## src/hdl/svs_pkg.sv

```systemverilog
package svs_pkg;

  localparam int CAPACITY = 64;
  localparam int IDX_W    = (CAPACITY > 1) ? $clog2(CAPACITY) : 1;
  localparam int CNT_W    = $clog2(CAPACITY + 1);
  localparam int VAL_W    = 64;
  localparam int POS_W    = 6;
  localparam int ECNT_W   = 7;

  typedef enum logic [1:0] {
    OP_INSERT = 2'd0,
    OP_REMOVE = 2'd1,
    OP_FIND   = 2'd2,
    OP_CLEAR  = 2'd3
  } op_t;

  typedef enum logic [1:0] {
    ST_OK        = 2'd0,
    ST_NOT_FOUND = 2'd1,
    ST_FULL      = 2'd2
  } res_code_t;

  typedef enum logic [3:0] {
    S_IDLE,
    S_SEARCH,
    S_SRCH_CMP,
    S_CHK_CMP,
    S_MOVE_RD,
    S_MOVE_WR,
    S_INS_WR,
    S_RESP
  } state_t;

  // controller -> datapath
  typedef struct packed {
    logic load;
    logic clr;
    logic srch_rd;
    logic srch_upd;
    logic chk_rd;
    logic ptr_ins;
    logic ptr_rem;
    logic mv_rd;
    logic mv_wr;
    logic ins_wr;
    logic cnt_inc;
    logic cnt_dec;
    logic set_nf;
    logic set_full;
    logic resp_load;
  } dp_cmd_t;

  // datapath -> controller
  typedef struct packed {
    op_t  op;
    logic full;
    logic lo_lt_hi;
    logic lo_lt_cnt;
    logic hit;
    logic ins_move;
    logic rem_move;
    logic move_more;
    logic out_free;
  } dp_stat_t;

endpackage

```

## src/hdl/svs_ctrl.sv

```systemverilog
module svs_ctrl import svs_pkg::*; (
  input  logic     clk,
  input  logic     rst,
  input  logic     in_valid,
  input  logic [1:0] op,
  output logic     in_ready,
  input  dp_stat_t st,
  output dp_cmd_t  cmd
);

  state_t state, state_next;

  always_ff @(posedge clk) begin
    if (rst) begin
      state <= S_IDLE;
    end else begin
      state <= state_next;
    end
  end

  always_comb begin
    state_next = state;
    cmd        = '0;
    in_ready   = 1'b0;
    case (state)
      S_IDLE: begin
        in_ready = !rst;
        if (in_valid && !rst) begin
          cmd.load = 1'b1;
          case (op_t'(op))
            OP_CLEAR: begin
              cmd.clr    = 1'b1;
              state_next = S_RESP;
            end
            OP_INSERT: begin
              if (st.full) begin
                cmd.set_full = 1'b1;
                state_next   = S_RESP;
              end else begin
                state_next = S_SEARCH;
              end
            end
            default: state_next = S_SEARCH;
          endcase
        end
      end
      S_SEARCH: begin
        if (st.lo_lt_hi) begin
          cmd.srch_rd = 1'b1;
          state_next  = S_SRCH_CMP;
        end else if (st.op == OP_INSERT) begin
          if (st.ins_move) begin
            cmd.ptr_ins = 1'b1;
            state_next  = S_MOVE_RD;
          end else begin
            state_next = S_INS_WR;
          end
        end else if (st.lo_lt_cnt) begin
          cmd.chk_rd = 1'b1;
          state_next = S_CHK_CMP;
        end else begin
          cmd.set_nf = 1'b1;
          state_next = S_RESP;
        end
      end
      S_SRCH_CMP: begin
        cmd.srch_upd = 1'b1;
        state_next   = S_SEARCH;
      end
      S_CHK_CMP: begin
        if (!st.hit) begin
          cmd.set_nf = 1'b1;
          state_next = S_RESP;
        end else if (st.op == OP_REMOVE && st.rem_move) begin
          cmd.ptr_rem = 1'b1;
          state_next  = S_MOVE_RD;
        end else begin
          cmd.cnt_dec = (st.op == OP_REMOVE);
          state_next  = S_RESP;
        end
      end
      S_MOVE_RD: begin
        cmd.mv_rd  = 1'b1;
        state_next = S_MOVE_WR;
      end
      S_MOVE_WR: begin
        cmd.mv_wr = 1'b1;
        if (st.move_more) begin
          state_next = S_MOVE_RD;
        end else if (st.op == OP_INSERT) begin
          state_next = S_INS_WR;
        end else begin
          cmd.cnt_dec = 1'b1;
          state_next  = S_RESP;
        end
      end
      S_INS_WR: begin
        cmd.ins_wr  = 1'b1;
        cmd.cnt_inc = 1'b1;
        state_next  = S_RESP;
      end
      S_RESP: begin
        if (st.out_free) begin
          cmd.resp_load = 1'b1;
          state_next    = S_IDLE;
        end
      end
      default: state_next = S_IDLE;
    endcase
  end

endmodule

```

## config.mk

```make
export PLATFORM = sky130hd
export DESIGN_NAME = svs_ctrl
export DESIGN_NICKNAME = d
export VERILOG_FILES = /design/src/hdl/svs_pkg.sv /design/src/hdl/svs_ctrl.sv
export SDC_FILE = /design/constraint.sdc
export NUM_CORES = 1
export LEC_CHECK = 0
export BUFFER_PORTS_ARGS = -buffer_cell sky130_fd_sc_hd__buf_2
export CORE_AREA = 2 2 39 41
export CTS_CLUSTER_SIZE = 14
export DETAILED_ROUTE_END_ITERATION = 6
export DIE_AREA = 0 0 41 43
export PLACE_DENSITY_LB_ADDON = 0.05
export SLEW_MARGIN = 20
export SYNTH_ARGS = -nofsm -noshare
export SYNTH_HDL_FRONTEND = slang
export SYNTH_SLANG_ARGS = --single-unit
```

## constraint.sdc

```tcl
create_clock -name clk -period 1.6 [get_ports clk]
set_input_delay 0.16 -clock clk [delete_from_list [all_inputs] [get_ports clk]]
set_output_delay 0.16 -clock clk [all_outputs]
set_load 0.02 [all_outputs]
```

==> out/results.ini, run 1 <==
[drt]
wire_per_inst_um = 10.87
drc = 0
vias_per_cell = 4.982
final_antenna_net_count = 0
first_iter_violations = 3
num_vias = 563
totalWireLength_mm = 1.228
firstDrtPassIters = 2

[synthesis]
synthFlopType = dfxtp_1
synthCells = 64
synth_top_cell_area_share = 0.1387
async_flop_share = 0
yosysSeqAreaShare = 0.1387
synth-edff-count = 0
synth_cell_types = 28
synth.area.top_cells = dfxtp_1, a21oi_1, nor2_1
syn_nets = 81
ys_ff_latch = 3
syn_area_per_cell_um2 = 6.764
yosysWarnings = 0
synth_top_cell_by_area = dfxtp_1
synth.cell_area_um2 = 432.9

[cells_and_area]
antenna-diode-count = 0
final_cell_mix = buf_2, nor2_1, a21oi_1
largest_register_ffs = 3
fin_nets = 115
synthToLayoutAreaGrowth_pct = 53.76
largest-register = state
drive_gt1_frac = 0.4742
finalNonFillerCells = 113
layout_commonest_cell = buf_2
top_regs = state (3)

[placed_design]
io_buffers = 30
place_inst = 107
place.gp.congestion = 0.7518
dpl.hpwl_mm = 1.007

[sta]
hold_viol_final = 0
post-route-period-util = 0.9449
finalSetupViolations = 0
worstMarginPinSlew_ns = 0.3661
hold_slack_ns = 0.2754
maxSlewViolCount = 0
max_freq_mhz = 661.4
setup_tns_ns = 0
max-slew-margin-rel = 0.7550
min_period_ns = 1.512
grt_setup_unrepaired = false
finalClockSkew_ns = 0.002914

[clock_tree]
worstSkewPairLatency_ns = 0.23
cts-buffers-inserted = 3
cts_root_buffer = clkbuf_4
cts_sinks = 3
clk_path_buf_depth = 2
htree_num_levels = 1
clkTransAtPathRegs_ns = 0.04
cts_tree = built

[run_status]
outcome = finished, final reports clean

[power]
vdd_ir_drop_max_uv = 323.3
p_per_area_nw_per_um2 = 735.0
p_leak_nw = 0.3486

[grt]
grt_pass1_vias = 508
antenna_found_initial = 0
grtUsageTotal = 0.1533
grt_pass1_wl_mm = 1.945
overflow = 0
grt_max_degree = 15

[critical_path]
critPathCaptureType = primary output
critical_path_class = register to primary output
startpoint_type = register
crit_slowest_cell = dfxtp_4
cp_cell_sequence = nor4_4, and2_4, and3_4, buf_6
critPathMaxFanout = 5
worstPathArrival_ns = 1.35
critical_path.max_stage_delay_ns = 0.36
worstPathRequired_ns = 1.44

[floorplanning]
core_um2 = 1384
die_h_um = 43
rows = 14
dieArea_um2 = 1763
ioPinCount = 31
initial_core_util = 0.3128
die_w_um = 41

[run]
maxCapViolCount = 0

[hold_path]
hold_path_class = input pin to register

timing repair:
item | 4_1_cts | 5_1_grt
endpoints found under the setup margin | 5 | 5
hold buffers | 0 | 0
pin swaps | 1 | 3
buffers inserted | 0 | 2
resized for setup | 2 | 10
worst paths after layout:
check | start | endpoint | slack [ns] | depth (start not counted)
max | state[1]$_SDFFE_PP0P_ | cmd[1] | 0.09 | 4
min reg2reg | state[0]$_SDFFE_PP0P_ | state[0]$_SDFFE_PP0P_ | 0.56 | 1
min | rst | state[0]$_SDFFE_PP0P_ | 0.28 | 3
max reg2reg | state[2]$_SDFFE_PP0P_ | state[1]$_SDFFE_PP0P_ | 0.37 | 4
layout make-up:
type	count	area (µm²)
Multi-Input combinational cell	49	332.8
Timing Repair Buffer	34	192.7
Tap cell	16	20.02
Inverter	7	26.28
Fill cell	147	718.2
Sequential cell	3	67.56
Clock buffer	4	26.28
cell families (layout without fill, tap and decap cells):
group                    after synthesis  in the layout  synth area share
AND/OR/NAND/NOR                       34             34            0.4653
AO/OA/AOI/OAI                         13             13            0.1879
buffers and inverters                 12             45            0.1503
flip-flops                             3              3            0.1387
adder cells (fa/ha/maj)                2              2           0.05779
power by group:
group | total, mW | switching, mW | internal, mW
clock | 0.127 | 0.0335 | 0.0931
sequential | 0.122 | 0.0316 | 0.0908
combinational | 0.240 | 0.133 | 0.107
worst max-delay path, delay by kind of cell, from the launching register on:
family	cells	cell delay, ns
buf+inv	1	0.11
flops	1	0.36
simple gates	3	0.66
cell usage after synthesis, types with 2 or more instances:
cell type / n
nor2_1: 8
a21oi_1: 7
inv_1: 7
nand2_1: 4
nand3_1: 4
buf_4: 3
dfxtp_1: 3
nor3_1: 3
and3_1: 2
and4_1: 2
ha_1: 2
nand4_1: 2
nor3b_1: 2
metal layers:
| layer | up-vias | routed length (µm) | global-route usage |
|---|---|---|---|
| met5 | - | 0 | 0 |
| met4 | 0 | 0 | 0.02000 |
| met3 | 0 | 61 | 0.03665 |
| met2 | 19 | 625 | 0.2594 |
| met1 | 249 | 541 | 0.1917 |
| li1 | 295 | - | - |
stage by stage:
stage	power [mW]	cell area, µm²	utilization	setup slack, ns
after floorplan	0.2776	437.9	-	0.08119
after global placement	0.3382	584.3	0.4222	0.1595
after detailed placement	0.3377	584.3	0.4222	0.1446
after CTS	0.4718	613.1	0.4430	0.04674
after global routing	0.5349	665.6	0.4810	0.006947
final	0.4892	665.6	0.4810	0.08812
No activity file was read; power rests on OpenSTA's default activity.
==> inputs of run 2 (changes only) <==
==> constraint.sdc (replaced) <==
create_clock -name clk -period 1.6 [get_ports clk]
set_input_delay 0.08 -clock clk [delete_from_list [all_inputs] [get_ports clk]]
set_output_delay 0.08 -clock clk [all_outputs]
set_load 0.02 [all_outputs]
==> run 2 against run 1 <==
Core utilization shrank 4.5 points. Hold slack lost 0.089 ns. Clock skew decreased by 0.0028 ns. Wire length is 0.49% lower. Sequential share of layout area is 0.64 points higher. Highest routed layer unchanged.
==> out/results.ini, run 2 (same netlist as run 1, synthesis figures left out) <==
[placed_design]
io_buffers = 30
place_area_um2 = 571.8
pre_cts_slack_ns = 0.2042
dpl.hpwl_um = 999.6
place.gp.congestion = 0.7249
place_inst = 106

[power]
vdd_ir_drop_max_uv = 423.0
p_total_mw = 0.4618
p_per_area_nw_per_um2 = 765.7
p_leak_nw = 0.3302

[cells_and_area]
fin_area_um2 = 603.1
antenna-diode-count = 0
synthToLayoutAreaGrowth_pct = 39.31
largest_register_ffs = 3
top_regs = state (3)
largest-register = state
fillers = 158
layout_commonest_cell = buf_2
fin_nets = 112
final_cell_mix = buf_2, nor2_1, a21oi_1
finalNonFillerCells = 110
drive_gt1_frac = 0.4255

[floorplanning]
die_h_um = 43
ioPinCount = 31
rows = 14
dieArea_um2 = 1763
core_um2 = 1384
die_w_um = 41
initial_core_util = 0.3128

[grt]
overflow = 0
grt_max_degree = 18
grt_pass1_vias = 512
antenna_found_initial = 0
grt_pass1_wl_mm = 1.959
grtUsageTotal = 0.1593

[hold_path]
hold_path_class = input pin to register
hold_end = state[1]$_SDFFE_PP0P_
worstHoldStart = rst
whs_path_depth = 3

[drt]
first_iter_violations = 15
wire_per_inst_um = 11.11
totalWireLength_mm = 1.222
num_vias = 551
vias_per_cell = 5.009
final_antenna_net_count = 0
firstDrtPassIters = 4
drc = 0

[sta]
grt_setup_unrepaired = false
max_freq_mhz = 676.8
layout_setup_ws_ns = 0.1225
finalSetupViolations = 0
maxSlewViolCount = 0
worstMarginPinSlew_ns = 0.2626
max-slew-margin-rel = 0.8233
setup_tns_ns = 0
post-route-period-util = 0.9234
finalClockSkew_ns = 0.0001254
min_period_ns = 1.477
hold_viol_final = 0

[critical_path]
worstPathArrival_ns = 1.40
critical_path_class = register to primary output
startpoint_type = register
critPathMaxFanout = 17
r2r_start = state[2]$_SDFFE_PP0P_
r2r.worst_path.cells = 4
critPathCaptureType = primary output
r2r_end = state[0]$_SDFFE_PP0P_
worstPathRequired_ns = 1.52
rrSetupSlack_ns = 0.32

[clock_tree]
htree_num_levels = 1
cts-buffers-inserted = 3
cts_tree = built
cts_root_buffer = clkbuf_4
clkTransAtPathRegs_ns = 0.03
cts_sinks = 3
clk_path_buf_depth = 2
worstSkewPairLatency_ns = 0.23

[run]
maxCapViolCount = 0

[run_status]
outcome = finished, final reports clean

## run 2: repair_timing
action | in CTS | in global routing
gates cloned | 0 | 0
hold buffers | 0 | 0
setup endpoints to repair | 4 | 2
pin swaps | 0 | 1
gates resized for setup | 2 | 2
endpoints found under the hold margin | 0 | 0
setup buffers | 0 | 0
## run 2: area by class of cell
class                           count  area, µm²  area share
Inverter                            7      26.28     0.04357
Sequential cell                     3      65.06      0.1079
Multi-Input combinational cell     49      307.8      0.5104
Clock buffer                        4      26.28     0.04357
Timing Repair Buffer               31      157.7      0.2614
Tap cell                           16      20.02     0.03320
## run 2: per-stage QoR
stage | utilization | hold slack [ns]
4_1_cts | 0.4340 | 0.1786
2_1_floorplan | - | 0.1935
3_3_place_gp | 0.4132 | 0.4309
3_5_place_dp | 0.4132 | 0.4329
6_report | 0.4358 | 0.1868
5_1_grt | 0.4358 | 0.2112
## run 2: how the worst max path moves through the flow
stage                               start               endpoint  cells past startpoint
finish              state[1]$_SDFFE_PP0P_                 cmd[1]                      4
global route        state[1]$_SDFFE_PP0P_                 cmd[1]                      4
CTS                 state[1]$_SDFFE_PP0P_                 cmd[1]                      4
detailed placement  state[1]$_SDFFE_PP0P_  state[0]$_SDFFE_PP0P_                      3
global placement    state[1]$_SDFFE_PP0P_                 cmd[1]                      4
floorplan           state[1]$_SDFFE_PP0P_                 cmd[5]                      4
## run 2: power breakdown
part           total (mW)  leakage (nW)  internal (mW)  switching, mW
registers           0.132        0.0257         0.0901         0.0421
clock network       0.131        0.0150         0.0934         0.0379
logic               0.198         0.290         0.0855          0.113
## run 2: critical path: stages, from the launching register on
cell and delay, ns:
dfxtp_4 0.39, nor4_4 0.30, and2_4 0.18, and3_1 0.14, buf_2 0.15
## run 2: layer usage
metal | track usage | wire length (µm)
met5 | 0 | 0
met3 | 0.04712 | 96
met2 | 0.2781 | 620
met1 | 0.1757 | 505
met4 | 0.04000 | 0
==> inputs of run 3 (changes only) <==
--- a/config.mk
+++ b/config.mk
@@ -6,10 +6,10 @@
 export NUM_CORES = 1
 export LEC_CHECK = 0
 export BUFFER_PORTS_ARGS = -buffer_cell sky130_fd_sc_hd__buf_2
-export CORE_AREA = 2 2 39 41
+export CORE_AREA = 10 10 47 49
 export CTS_CLUSTER_SIZE = 14
 export DETAILED_ROUTE_END_ITERATION = 6
-export DIE_AREA = 0 0 41 43
+export DIE_AREA = 0 0 57 59
 export PLACE_DENSITY_LB_ADDON = 0.05
 export SLEW_MARGIN = 20
 export SYNTH_ARGS = -nofsm -noshare
==> run 3 against run 2 <==
Flip-flop and latch count is the same. Die area increased by 91%. Worst setup slack worse by 0.042 ns. Non-clock buffer count is the same. Largest power group unchanged. Sequential share of layout area fell by 0.19 points. Combinational power about the same. Power is 2.2% higher.
==> out/results.ini, run 3 (same netlist as run 1, synthesis figures left out) <==
[run_status]
outcome = finished, final reports clean

[power]
p_per_area_nw_per_um2 = 784.5
p_total_mw = 0.4722
p_leak_nw = 0.3302
vdd_ir_drop_max_uv = 385.1
clkPwrFrac = 0.296
swShare = 0.4278
combinationalPowerShare = 0.426
p_int_mw = 0.2702
power_switching_mw = 0.2020
seq_power_share = 0.278

[grt]
grtUsageTotal = 0.08528
grt_pass1_wl_mm = 2.408
overflow = 0
grt_pass1_vias = 579
grt_max_degree = 18
antenna_found_initial = 0

[critical_path]
critPathCaptureType = primary output
critical_path_class = register to primary output
critPathMaxFanout = 14
worstPathArrival_ns = 1.44
worstPathRequired_ns = 1.52
critical_path.max_stage_delay_ns = 0.39
startpoint_type = register
cp_cell_sequence = nor4_4, and2_4, and3_1, buf_2
crit_slowest_cell = dfxtp_2

[drt]
firstDrtPassIters = 4
num_vias = 547
totalWireLength_mm = 1.475
drc = 0
wire_per_inst_um = 13.41
final_antenna_net_count = 0
vias_per_cell = 4.973
first_iter_violations = 3

[sta]
post-route-period-util = 0.9495
max_freq_mhz = 658.2
setup_tns_ns = 0
worstMarginPinSlew_ns = 0.2933
maxSlewViolCount = 0
hold_viol_final = 0
finalClockSkew_ns = 0.0009193
max-slew-margin-rel = 0.8030
min_period_ns = 1.519
finalSetupViolations = 0
grt_setup_unrepaired = false

[placed_design]
place_inst = 106
dpl.hpwl_mm = 1.241
place.gp.congestion = 0.7508
io_buffers = 30

[cells_and_area]
largest_register_ffs = 3
drive_gt1_frac = 0.4255
final_cell_mix = buf_2, nor2_1, inv_1, a21oi_1
fin_nets = 112
antenna-diode-count = 0
synthToLayoutAreaGrowth_pct = 39.02
finalNonFillerCells = 110
top_regs = state (3)
layout_commonest_cell = buf_2
largest-register = state

[clock_tree]
cts-buffers-inserted = 3
cts_sinks = 3
htree_num_levels = 1
worstSkewPairLatency_ns = 0.24
hold_buffers = 0
clkTransAtPathRegs_ns = 0.04
cts_tree = built
cts_root_buffer = clkbuf_4
clk_path_buf_depth = 2

[floorplanning]
dieArea_um2 = 3363
rows = 14
die_w_um = 57
core_um2 = 1401
ioPinCount = 31
initial_core_util = 0.3089
die_h_um = 59

[hold_path]
hold_path_class = input pin to register

[run]
maxCapViolCount = 0

==> run 3: metal layers <==
metal	share of wire	GRT usage	wire length, µm	vias to the layer above
met5	0	0	0	-
met4	0	0.02013	0	0
met3	0.071	0.03433	104	0
met2	0.50	0.1690	738	22
met1	0.43	0.07876	632	239
li1	-	-	-	286
==> run 3: power groups by stage <==
| stage | Combinational [mW] | Clock, mW | Sequential [mW] |
|---|---|---|---|
| global route | 0.226 | 0.153 | 0.135 |
| finish | 0.201 | 0.140 | 0.131 |
| detailed placement | 0.202 | 0 | 0.129 |
| floorplan | 0.179 | 0 | 0.0966 |
| global placement | 0.202 | 0 | 0.130 |
| CTS | 0.204 | 0.145 | 0.131 |
==> run 3: cell type report <==
| class | instances | area, µm² |
|---|---|---|
| inverter | 7 | 26.28 |
| clock buffer | 4 | 26.28 |
| tap | 16 | 20.02 |
| multi-input combinational | 49 | 307.8 |
| sequential | 3 | 63.81 |
| timing repair buffer | 31 | 157.7 |
| fill | 176 | 799.5 |
==> run 3: final timing paths <==
kind | endpoint | slack, ns | from | depth (start not counted)
setup reg to reg | state[0]$_SDFFE_PP0P_ | 0.42 | state[1]$_SDFFE_PP0P_ | 3
hold reg to reg | state[0]$_SDFFE_PP0P_ | 0.57 | state[0]$_SDFFE_PP0P_ | 1
hold / removal | state[1]$_SDFFE_PP0P_ | 0.20 | rst | 3
setup / recovery | cmd[1] | 0.08 | state[0]$_SDFFE_PP0P_ | 4
==> run 3: what timing repair did <==
| action | in CTS | in global routing |
|---|---|---|
| pin swaps | 0 | 1 |
| gates resized for setup | 3 | 0 |
| setup buffers | 0 | 0 |
| endpoints found under the setup margin | 4 | 1 |
==> run 3: worst max-delay path, delay by kind of cell (launching register included) <==
family,cells,cell delay (ns)
buffers and inverters,1,0.16
and+or+nand+nor,3,0.65
DFF,1,0.39
==> run 3: per-stage QoR <==
step                      setup WS [ns]  hold slack [ns]  cell area (µm²)    util
after floorplan                 0.06587           0.1935            432.9       -
after global placement           0.2331           0.4291            571.8  0.4080
after detailed placement         0.2243           0.4470            571.8  0.4080
after CTS                       0.03594           0.1908            601.8  0.4295
after global routing           0.009019           0.2326            601.8  0.4295
final                           0.08079           0.1986            601.8  0.4295
